--- src/hdl/glyph_cell_cache_fifo_macros.svh ---
// ----------------------------------------------------------------------------
// glyph cell cache assertion macros
// implication helpers clocked on clk, disabled during reset
// ----------------------------------------------------------------------------
`ifndef GLYPH_CELL_CACHE_FIFO_MACROS_SVH
`define GLYPH_CELL_CACHE_FIFO_MACROS_SVH

// same-cycle implication
`define GCCF_ASSERT_IMP(label, ante, cons) \
  label: assert property (@(posedge clk) disable iff (!rst_n) (ante) |-> (cons)) \
    else $error("glyph cell cache: same-cycle check failed");

// next-cycle implication
`define GCCF_ASSERT_NXT(label, ante, cons) \
  label: assert property (@(posedge clk) disable iff (!rst_n) (ante) |=> (cons)) \
    else $error("glyph cell cache: next-cycle check failed");

`endif

--- src/hdl/gccf_pkg.sv ---
// ----------------------------------------------------------------------------
// gccf_pkg
// shared types, register indexes and helpers of the glyph cell cache
// ----------------------------------------------------------------------------
package gccf_pkg;

  localparam int CFG_IW = 2;
  localparam int CFG_DW = 9;
  localparam int PROD_W = 2 * CFG_DW;

  localparam logic [CFG_IW-1:0] REG_CELL_COLS = 2'd0;
  localparam logic [CFG_IW-1:0] REG_CELL_ROWS = 2'd1;

  localparam logic [CFG_DW-1:0] CELL_COLS_RST = 9'd16;
  localparam logic [CFG_DW-1:0] CELL_ROWS_RST = 9'd16;
  localparam logic [CFG_DW-1:0] CELL_DIM_MAX  = 9'd256;

  typedef struct packed {
    logic [15:0] char_code;
  } gccf_in_t;

  typedef struct packed {
    logic        hit;
    logic [7:0]  cell_col;
    logic [7:0]  cell_row;
    logic        evicted;
    logic [15:0] evicted_char;
    logic        config_error;
  } gccf_out_t;

  typedef struct packed {
    logic              bad;
    logic [PROD_W-1:0] n;
  } gccf_geom_t;

  typedef struct packed {
    logic [7:0] col;
    logic [7:0] row;
  } gccf_pos_t;

  // last dimension index, zero for an empty dimension
  function automatic logic [7:0] gccf_last(input logic [CFG_DW-1:0] dim);
    logic [CFG_DW-1:0] m1;
    m1 = dim - 9'd1;
    return (dim == '0) ? 8'd0 : m1[7:0];
  endfunction

  // step one cell down: column first, then row, wrapping
  function automatic gccf_pos_t gccf_step(input gccf_pos_t pos,
                                          input logic [7:0] col_last,
                                          input logic [7:0] row_last);
    gccf_pos_t res;
    res = pos;
    if (pos.col != 8'd0) begin
      res.col = pos.col - 8'd1;
    end else begin
      res.col = col_last;
      res.row = (pos.row != 8'd0) ? pos.row - 8'd1 : row_last;
    end
    return res;
  endfunction

endpackage

--- src/hdl/gccf_geom.sv ---
// ----------------------------------------------------------------------------
// gccf_geom
// atlas cell count and geometry check against slot capacity
// ----------------------------------------------------------------------------
module gccf_geom #(
  parameter int SLOTS = 256
) (
  input  logic [gccf_pkg::CFG_DW-1:0] cols,
  input  logic [gccf_pkg::CFG_DW-1:0] rows,
  output gccf_pkg::gccf_geom_t        geom
);
  import gccf_pkg::*;

  logic [PROD_W-1:0] prod;

  assign prod = PROD_W'(cols) * PROD_W'(rows);

  always_comb begin
    geom.n   = prod;
    geom.bad = (cols == '0) || (rows == '0) ||
               (cols > CELL_DIM_MAX) || (rows > CELL_DIM_MAX) ||
               (prod > PROD_W'(SLOTS));
  end

endmodule

--- config.mk ---
export PLATFORM = sky130hd
export DESIGN_NAME = gccf_geom
export DESIGN_NICKNAME = d
export VERILOG_FILES = /design/src/hdl/glyph_cell_cache_fifo_macros.svh /design/src/hdl/gccf_pkg.sv /design/src/hdl/gccf_geom.sv
export SDC_FILE = /design/constraint.sdc
export NUM_CORES = 1
export LEC_CHECK = 0
export BUFFER_PORTS_ARGS = -buffer_cell sky130_fd_sc_hd__buf_2
export CELL_PAD_IN_SITES_DETAIL_PLACEMENT = 1
export CELL_PAD_IN_SITES_GLOBAL_PLACEMENT = 1
export CORE_AREA = 2 2 78 80
export DETAILED_ROUTE_END_ITERATION = 8
export DIE_AREA = 0 0 80 82
export PLACE_DENSITY = 0.87
export REMOVE_ABC_BUFFERS = 1
export SYNTH_ARGS = -nofsm -noshare
export SYNTH_HDL_FRONTEND = slang
export SYNTH_SLANG_ARGS = --single-unit
--- constraint.sdc ---
create_clock -name vclk -period 13.85
set_clock_uncertainty 0.05 [all_clocks]
set_input_delay 0.6925 -clock vclk [all_inputs]
set_output_delay 0.6925 -clock vclk [all_outputs]
set_load 0.01 [all_outputs]
==> impl_metrics.tcl, run 1 <==
set metrics [dict create \
    status "finished, final reports clean" \
    wl_per_cell_um 15.3 \
    core_um2 5750 \
    comb_power_share 1.000 \
    grt_max_degree 11 \
    die_w_um 80 \
    worstHoldStart "rows[0]" \
    std_cell_rows 28 \
    synthCells 331 \
    synth_compound_gate_area_share 0.100 \
    fp.dieH_um 82 \
    register_area_um2 0 \
    fillers 729 \
    grt_pass1_wl_um 11200 \
    drt-total-wl_um 6560 \
    drt_iter0_drc 52 \
    ys.warnings.count 0 \
    setup_viol 0 \
    drtPass1Iterations 4 \
    die_area_um2 6560 \
    crit_type "in -> out" \
    gp_congestion 0.822 \
    viasPerCell 5.26 \
    min_period_ns 6.06 \
    ir_drop_v 0.000111 \
    setup_tns_ns 0 \
    drc 0 \
    synth-adder-area-share 0.533 \
    switchingPower_uw 274 \
    path_max_fanout 10 \
    fin_area_um2 3000 \
    end_kind "output pin" \
    maxCapViolCount 0 \
    p_int_uw 198 \
    syn_area_um2 2770 \
    synth_cell_types 33 \
    ys_seq_area_frac 0 \
    diodes 0 \
    final_common_cell "inv_1" \
    worst_pin_slew_ns 0.430 \
    antenna_found_initial 0 \
    drive_above_1_share 0.124 \
    hold_slack_ns 1.83 \
    syn_avg_cell_area_um2 8.37 \
    slew_violations 0 \
    min_to "geom[0]" \
    final_antenna_net_count 0 \
    switching_share 0.580 \
    via_count 2258 \
    hold_viol_final 0 \
    io_buffers 37 \
    start_util 0.482 \
    overflow 0 \
    seq_cell_count 0 \
    layout.nets 462 \
    syn_to_final_growth_pct 8.18 \
    hold_depth 3 \
    worstHoldPathType "in -> out" \
    cts_hold_buf 0 \
    grt_pass1_vias 2501 \
    clkbuf_count 0 \
    p_clk_frac 0 \
    grt_setup_unrepaired "no" \
    period_share 0.437 \
    hpwl_um 5730 \
    ios 37 \
    post_cts_buffers 0 \
    max_freq_mhz 165 \
    grt_usage 0.216 \
    synthXorXnorAreaFrac 0.0474 \
    seq_power_share 0 \
    crit_path_start_kind "input pin" \
    power_density_nw_per_um2 158 \
    synth_top_family_by_area "adder cells" \
    synth-simple-area-share 0.201 \
    critPathArrivalTime_ns 5.32 \
    ctsResizeCount 0 \
    layout_common_cells "inv_1 (73), fa_1 (50), and2_1 (49)" \
    placed_cell_area_um2 3000 \
    relSlewSlack 0.712 \
    yosys-mux-area-fraction 0 \
    cp.required_ns 13.11 \
    leakage_nw 1.61 \
]
[worst max-delay path, stage by stage]
cell       delay (ns)
buf_2            0.20
nand2_1          0.11
fa_1             0.54
inv_1            0.05
fa_1             0.46
ha_1             0.29
inv_1            0.05
fa_1             0.53
inv_1            0.07
fa_1             0.49
or4_4            0.42
nor4_2           0.17
o21ai_1          0.15
a2111oi_2        0.39
o2111ai_1        0.15
or4_1            0.40
buf_2            0.15
[power by group through the flow]
| stage | Sequential [mW] | Clock, mW | Combinational, mW |
|---|---|---|---|
| 2_1_floorplan | 0 | 0 | 0.338 |
| 3_5_place_dp | 0 | 0 | 0.478 |
| 3_3_place_gp | 0 | 0 | 0.460 |
| 4_1_cts | 0 | 0 | 0.482 |
| 5_1_grt | 0 | 0 | 0.535 |
| 6_report | 0 | 0 | 0.472 |
[metrics by stage]
step,instances,power (mW),util,setup WS (ns)
3_3_place_gp,429,0.460,0.522,7.79
6_report,429,0.472,0.522,7.79
3_5_place_dp,429,0.478,0.522,7.73
2_1_floorplan,317,0.338,-,8.31
5_1_grt,429,0.535,0.522,7.42
4_1_cts,429,0.482,0.522,7.72
[worst max path at each step]
stage	startpoint	slack (ns)	end	cells after the start
4_1_cts	cols[3]	7.72	geom[18]	17
3_5_place_dp	cols[3]	7.73	geom[18]	17
6_report	cols[3]	7.79	geom[18]	17
2_1_floorplan	rows[2]	8.31	geom[18]	15
5_1_grt	cols[3]	7.42	geom[18]	17
3_3_place_gp	cols[3]	7.79	geom[18]	17
[area by class of cell]
type                       count  area (µm²)  share of cell area
multi-input combinational    244        2440               0.815
inverter                      73         274              0.0914
timing repair buffer          37         185              0.0618
tap                           75        93.8              0.0313
[Yosys cell counts (all sizes together)]
| library cell | n | area, µm² |
|---|---|---|
| xnor2 | 10 | 87.6 |
| a21oi | 10 | 50.1 |
| o21ba | 1 | 10.0 |
| o21ai | 7 | 35.0 |
| xor2 | 5 | 43.8 |
| or3 | 1 | 6.26 |
| o21bai | 2 | 15.0 |
| nand2 | 38 | 143 |
| nor3b | 3 | 22.5 |
| a41oi | 1 | 16.3 |
| or4 | 2 | 18.8 |
| a211oi | 4 | 35.0 |
| a21boi | 1 | 7.51 |
| inv | 73 | 274 |
| o211a | 2 | 20.0 |
| nor2 | 3 | 11.3 |
| a21o | 3 | 22.5 |
| and2 | 50 | 313 |
| clkbuf | 14 | 52.6 |
| a2111oi | 1 | 15.0 |
| nor4 | 5 | 37.5 |
| fa | 50 | 1000 |
| ha | 38 | 475 |
| o2111ai | 1 | 8.76 |
| nand4 | 1 | 6.26 |
| o211ai | 3 | 22.5 |
| o31ai | 2 | 20.0 |
[kinds of logic after synthesis]
| kind of cell | count (synthesis) |
|---|---|
| xor+xnor | 15 |
| buf+inv | 87 |
| compound gates | 38 |
| simple gates | 103 |
| fa+ha+maj | 88 |
[layer usage]
| layer | global-route usage | up-vias | share of wire | wire length [µm] |
|---|---|---|---|---|
| met3 | 0.00220 | 2 | 0.019 | 124 |
| met4 | 0.00678 | 0 | 0.0034 | 22 |
| met1 | 0.248 | 1154 | 0.40 | 2640 |
| li1 | - | 1068 | - | - |
| met5 | 0 | - | 0 | 0 |
| met2 | 0.463 | 34 | 0.57 | 3770 |
No activity file was read; power rests on OpenSTA's default activity.
==> inputs of run 2 (changes only) <==
--- a/config.mk
+++ b/config.mk
@@ -8,10 +8,10 @@
 export BUFFER_PORTS_ARGS = -buffer_cell sky130_fd_sc_hd__buf_2
 export CELL_PAD_IN_SITES_DETAIL_PLACEMENT = 1
 export CELL_PAD_IN_SITES_GLOBAL_PLACEMENT = 1
-export CORE_AREA = 2 2 78 80
+export CORE_AREA = 2 2 85 87
 export DETAILED_ROUTE_END_ITERATION = 8
-export DIE_AREA = 0 0 80 82
-export PLACE_DENSITY = 0.87
+export DIE_AREA = 0 0 87 89
+export PLACE_DENSITY = 0.78
 export REMOVE_ABC_BUFFERS = 1
 export SYNTH_ARGS = -nofsm -noshare
 export SYNTH_HDL_FRONTEND = slang
==> constraint.sdc (replaced) <==
create_clock -name vclk -period 5.5
set_clock_uncertainty 0.05 [all_clocks]
set_input_delay 0.275 -clock vclk [all_inputs]
set_output_delay 0.275 -clock vclk [all_outputs]
set_load 0.01 [all_outputs]
==> run 2 against run 1 <==
  * First-iteration DRC count decreased by 9.6%
  * Count of clock-buffer cells in the layout unchanged
  * Global-route usage decreased by 2.7 points
  * Cell area increased by 1.1%
  * Hold slack got worse by 0.80 ns
  * Die area increased by 18%
  * Combinational power increased to 2.6 times the previous value
  * Setup slack got worse by 7.5 ns
  * Utilization decreased by 7.1 points
==> impl_metrics.tcl, run 2 (same netlist as run 1, synthesis figures left out) <==
set metrics [dict create \
    status "finished, final reports clean" \
    drive_above_1_share 0.130 \
    critPathArrivalTime_ns 4.88 \
    switchingPower_uw 709 \
    drtPass1Iterations 6 \
    multi_input_area_um2 2460 \
    end_kind "output pin" \
    via_count 2307 \
    switching_share 0.586 \
    drt-total-wl_um 6810 \
    io_buffers 37 \
    antenna_found_initial 0 \
    ir_drop_v 0.000257 \
    hpwl_um 5770 \
    hold_slack_ns 1.04 \
    cp.required_ns 5.18 \
    fin_area_um2 3030 \
    final_antenna_net_count 0 \
    power_density_nw_per_um2 399 \
    die_w_um 87 \
    grt_pass1_vias 2574 \
    setup_viol 0 \
    post_cts_buffers 0 \
    syn_to_final_growth_pct 9.35 \
    grt_pass1_wl_um 11700 \
    final_common_cell "inv_1" \
    drc 0 \
    placed_cell_area_um2 3010 \
    crit_path_start_kind "input pin" \
    comb_power_share 1.000 \
    p_clk_frac 0 \
    relSlewSlack 0.680 \
    gp_congestion 0.807 \
    core_um2 6720 \
    path_max_fanout 10 \
    clkbuf_count 0 \
    cts_hold_buf 0 \
    setup_tns_ns 0 \
    ctsResizeCount 0 \
    layout.nets 463 \
    hold_viol_final 0 \
    p_int_uw 500 \
    std_cell_rows 30 \
    overflow 0 \
    fp.dieH_um 89 \
    leakage_nw 1.62 \
    max_freq_mhz 192 \
    viasPerCell 5.30 \
    crit_type "in -> out" \
    wl_per_cell_um 15.7 \
    period_share 0.946 \
    die_area_um2 7740 \
    seq_cell_count 0 \
    drt_iter0_drc 47 \
    fin_util 0.451 \
    maxCapViolCount 0 \
    worstHoldPathType "in -> out" \
    seq_power_share 0 \
    start_util 0.412 \
    ios 37 \
    grt_setup_unrepaired "no" \
    fillers 831 \
    slew_violations 0 \
    layout_common_cells "inv_1 (73), fa_1 (50), and2_1 (49)" \
    min_period_ns 5.20 \
    grt_max_degree 11 \
    worst_pin_slew_ns 0.477 \
    grt_usage 0.188 \
    diodes 0 \
    register_area_um2 0 \
]
-- run 2: worst max-delay path: stages --
cell	delay (ns)
buf_2	0.21
nand2_1	0.11
fa_1	0.49
fa_1	0.55
inv_1	0.06
fa_1	0.53
inv_1	0.06
fa_1	0.53
inv_1	0.04
ha_1	0.33
nand2_1	0.08
o31ai_2	0.40
a41oi_2	0.25
o21ai_1	0.20
xor2_1	0.09
or4_1	0.51
buf_2	0.15
-- run 2: path summary, 6_finish.rpt --
path | startpoint | to | slack, ns | cells after the start
setup / recovery | cols[1] | geom[18] | 0.30 | 17
hold / removal | rows[0] | geom[0] | 1.04 | 3
-- run 2: per-layer routing --
layer	up-vias	track usage	wire, µm
li1	1072	-	-
met1	1188	0.227	2770
met2	45	0.384	3800
met3	2	0.00554	217
met4	0	0.0156	25
met5	-	0	0
-- run 2: stage by stage --
step           total power, mW  worst slack (ns)  cells
2_1_floorplan            0.852             0.799    317
3_3_place_gp              1.17             0.222    435
3_5_place_dp              1.21             0.173    435
4_1_cts                   1.22             0.176    435
5_1_grt                   1.37            0.0125    435
6_report                  1.21             0.298    435
-- run 2: layout make-up --
type / count / share of cell area
Tap cell: 80 / 0.0330
Inverter: 73 / 0.0905
Timing Repair Buffer: 38 / 0.0653
Multi-Input combinational cell: 244 / 0.811
-- run 2: power by group through the flow --
stage / Combinational, mW / Clock (mW) / Sequential (mW)
6_report: 1.21 / 0 / 0
2_1_floorplan: 0.852 / 0 / 0
4_1_cts: 1.22 / 0 / 0
5_1_grt: 1.37 / 0 / 0
3_5_place_dp: 1.21 / 0 / 0
3_3_place_gp: 1.17 / 0 / 0
==> inputs of run 3 (changes only) <==
--- a/config.mk
+++ b/config.mk
@@ -5,13 +5,14 @@
 export SDC_FILE = /design/constraint.sdc
 export NUM_CORES = 1
 export LEC_CHECK = 0
+export ABC_AREA = 1
 export BUFFER_PORTS_ARGS = -buffer_cell sky130_fd_sc_hd__buf_2
 export CELL_PAD_IN_SITES_DETAIL_PLACEMENT = 1
 export CELL_PAD_IN_SITES_GLOBAL_PLACEMENT = 1
-export CORE_AREA = 2 2 85 87
+export CORE_AREA = 2 2 92 94
 export DETAILED_ROUTE_END_ITERATION = 8
-export DIE_AREA = 0 0 87 89
-export PLACE_DENSITY = 0.78
+export DIE_AREA = 0 0 94 96
+export PLACE_DENSITY = 0.79
 export REMOVE_ABC_BUFFERS = 1
 export SYNTH_ARGS = -nofsm -noshare
 export SYNTH_HDL_FRONTEND = slang
==> run 3 against run 2 <==
  * Via count is 26% higher
  * Power is 4.4% higher
  * Sequential cell count stayed put
  * Critical path type unchanged
==> impl_metrics.tcl, run 3 <==
set metrics [dict create \
    final_common_cell "inv_1" \
    ys.warnings.count 0 \
    setup_tns_ns 0 \
    status "finished, final reports clean" \
    gp_congestion 0.859 \
    hold_viol_final 0 \
    worst_pin_slew_ns 0.320 \
    clkbuf_count 0 \
    viasPerCell 4.69 \
    overflow 0 \
    synth_cell_types 21 \
    synthCells 494 \
    crit_type "in -> out" \
    cp.required_ns 5.18 \
    ir_drop_v 0.000135 \
    leakage_nw 2.34 \
    drt_iter0_drc 62 \
    register_area_um2 0 \
    grt_setup_unrepaired "no" \
    layout.nets 621 \
    synth.most_common_cell "inv_1" \
    seq_cell_count 0 \
    core_um2 8050 \
    layout_common_cells "inv_1 (160), nand2_1 (158), fa_1 (50)" \
    worstHoldStart "rows[0]" \
    drt-total-wl_um 7880 \
    crit_path_frequent_cell "nand2_1" \
    hpwl_um 6990 \
    synthTopCellsByArea "fa_1 (32%), inv_1 (19%), nand2_1 (19%)" \
    power_density_nw_per_um2 375 \
    antenna_found_initial 0 \
    start_util 0.389 \
    grt_pass1_vias 3292 \
    slowest_stage "fa_1" \
    crit_path_start_kind "input pin" \
    multi_input_area_um2 2440 \
    slew_violations 0 \
    ios 37 \
    critPathArrivalTime_ns 4.22 \
    synth.cells.most_frequent "inv_1 (160), nand2_1 (158), fa_1 (50), ha_1 (38), nor2_1 (26)" \
    die_w_um 94 \
    cpPeakStageDelay_ns 0.56 \
    syn_to_final_growth_pct 7.31 \
    critPathLaunch "cols[3]" \
    drive_above_1_share 0.0936 \
    drtPass1Iterations 4 \
    path_max_fanout 10 \
    grt_pass1_wl_um 14400 \
    std_cell_rows 33 \
    wl_per_cell_um 12.8 \
    path_cells "buf_2, nand2_1, inv_1, fa_1, fa_1, fa_1, inv_1, fa_1, inv_1, ha_1, nand2_1, inv_1, nand2_1, nand2_1, inv_1, nand2_1, nand2_1, nand2_1, nor3_2, nand4_1, buf_2" \
    ys_seq_area_frac 0 \
    cts_hold_buf 0 \
    netlist.top_cell.by_area "fa_1" \
    drc 0 \
    post_cts_buffers 0 \
    hold_slack_ns 0.986 \
    max_freq_mhz 220 \
    ctsResizeCount 0 \
    fillers 1130 \
    die_area_um2 9020 \
    io_buffers 37 \
    diodes 0 \
    final_antenna_net_count 0 \
    fp.dieH_um 96 \
    setup_viol 0 \
    worstSetupEndpoint "geom[18]" \
    via_count 2896 \
    min_period_ns 4.54 \
    period_share 0.826 \
    yosys.area.top_type_share 0.320 \
    relSlewSlack 0.786 \
    syn_area_um2 3130 \
    worstHoldPathType "in -> out" \
    grt_max_degree 12 \
    maxCapViolCount 0 \
    end_kind "output pin" \
    grt_usage 0.197 \
    syn_avg_cell_area_um2 6.34 \
]
-- run 3: cell families after synthesis --
kind of cell | share of synthesized area
simple gates | 0.286
buf+inv | 0.220
fa+ha+maj | 0.471
compound gates | 0.0148
xor+xnor | 0.00839
-- run 3: through the flow --
step / worst slack [ns] / std cells / util / power (mW) / instance area, µm²
floorplan: 1.47 / 476 / - / 0.911 / 3040
global placement: 0.975 / 618 / 0.417 / 1.25 / 3360
detailed placement: 0.928 / 618 / 0.417 / 1.29 / 3360
CTS: 0.931 / 618 / 0.417 / 1.30 / 3360
global route: 0.624 / 618 / 0.417 / 1.50 / 3360
finish: 0.956 / 618 / 0.417 / 1.26 / 3360
-- run 3: layer usage --
metal / share of wire / GRT usage / wire, µm / vias up
li1: - / - / - / 1425
met1: 0.40 / 0.221 / 3170 / 1432
met2: 0.56 / 0.418 / 4420 / 35
met3: 0.020 / 0.00235 / 160 / 4
met4: 0.016 / 0.0254 / 127 / 0
met5: 0 / 0 / 0 / -
-- run 3: final cells by class --
type | instances | share of cell area
timing repair buffer | 37 | 0.0551
tap | 105 | 0.0391
multi-input combinational | 316 | 0.727
inverter | 160 | 0.179
-- run 3: worst min path at each step --
| stage | to | slack, ns | cells past startpoint |
|---|---|---|---|
| after global placement | geom[0] | 0.95 | 4 |
| after global routing | geom[0] | 1.03 | 4 |
| after floorplan | geom[0] | 0.61 | 2 |
| final | geom[0] | 0.99 | 4 |
| after detailed placement | geom[0] | 0.99 | 4 |
| after CTS | geom[0] | 0.99 | 4 |
-- run 3: where the power goes --
part / internal (mW) / switching, mW
clock: 0 / 0
combinational: 0.468 / 0.794
sequential: 0 / 0
total: 0.468 / 0.794
-- run 3: critical path: cells and delay by family --
family	cells	cell delay, ns
adders and majority gates	5	2.43
and+or+nand+nor	9	0.81
buffers and inverters	7	0.69
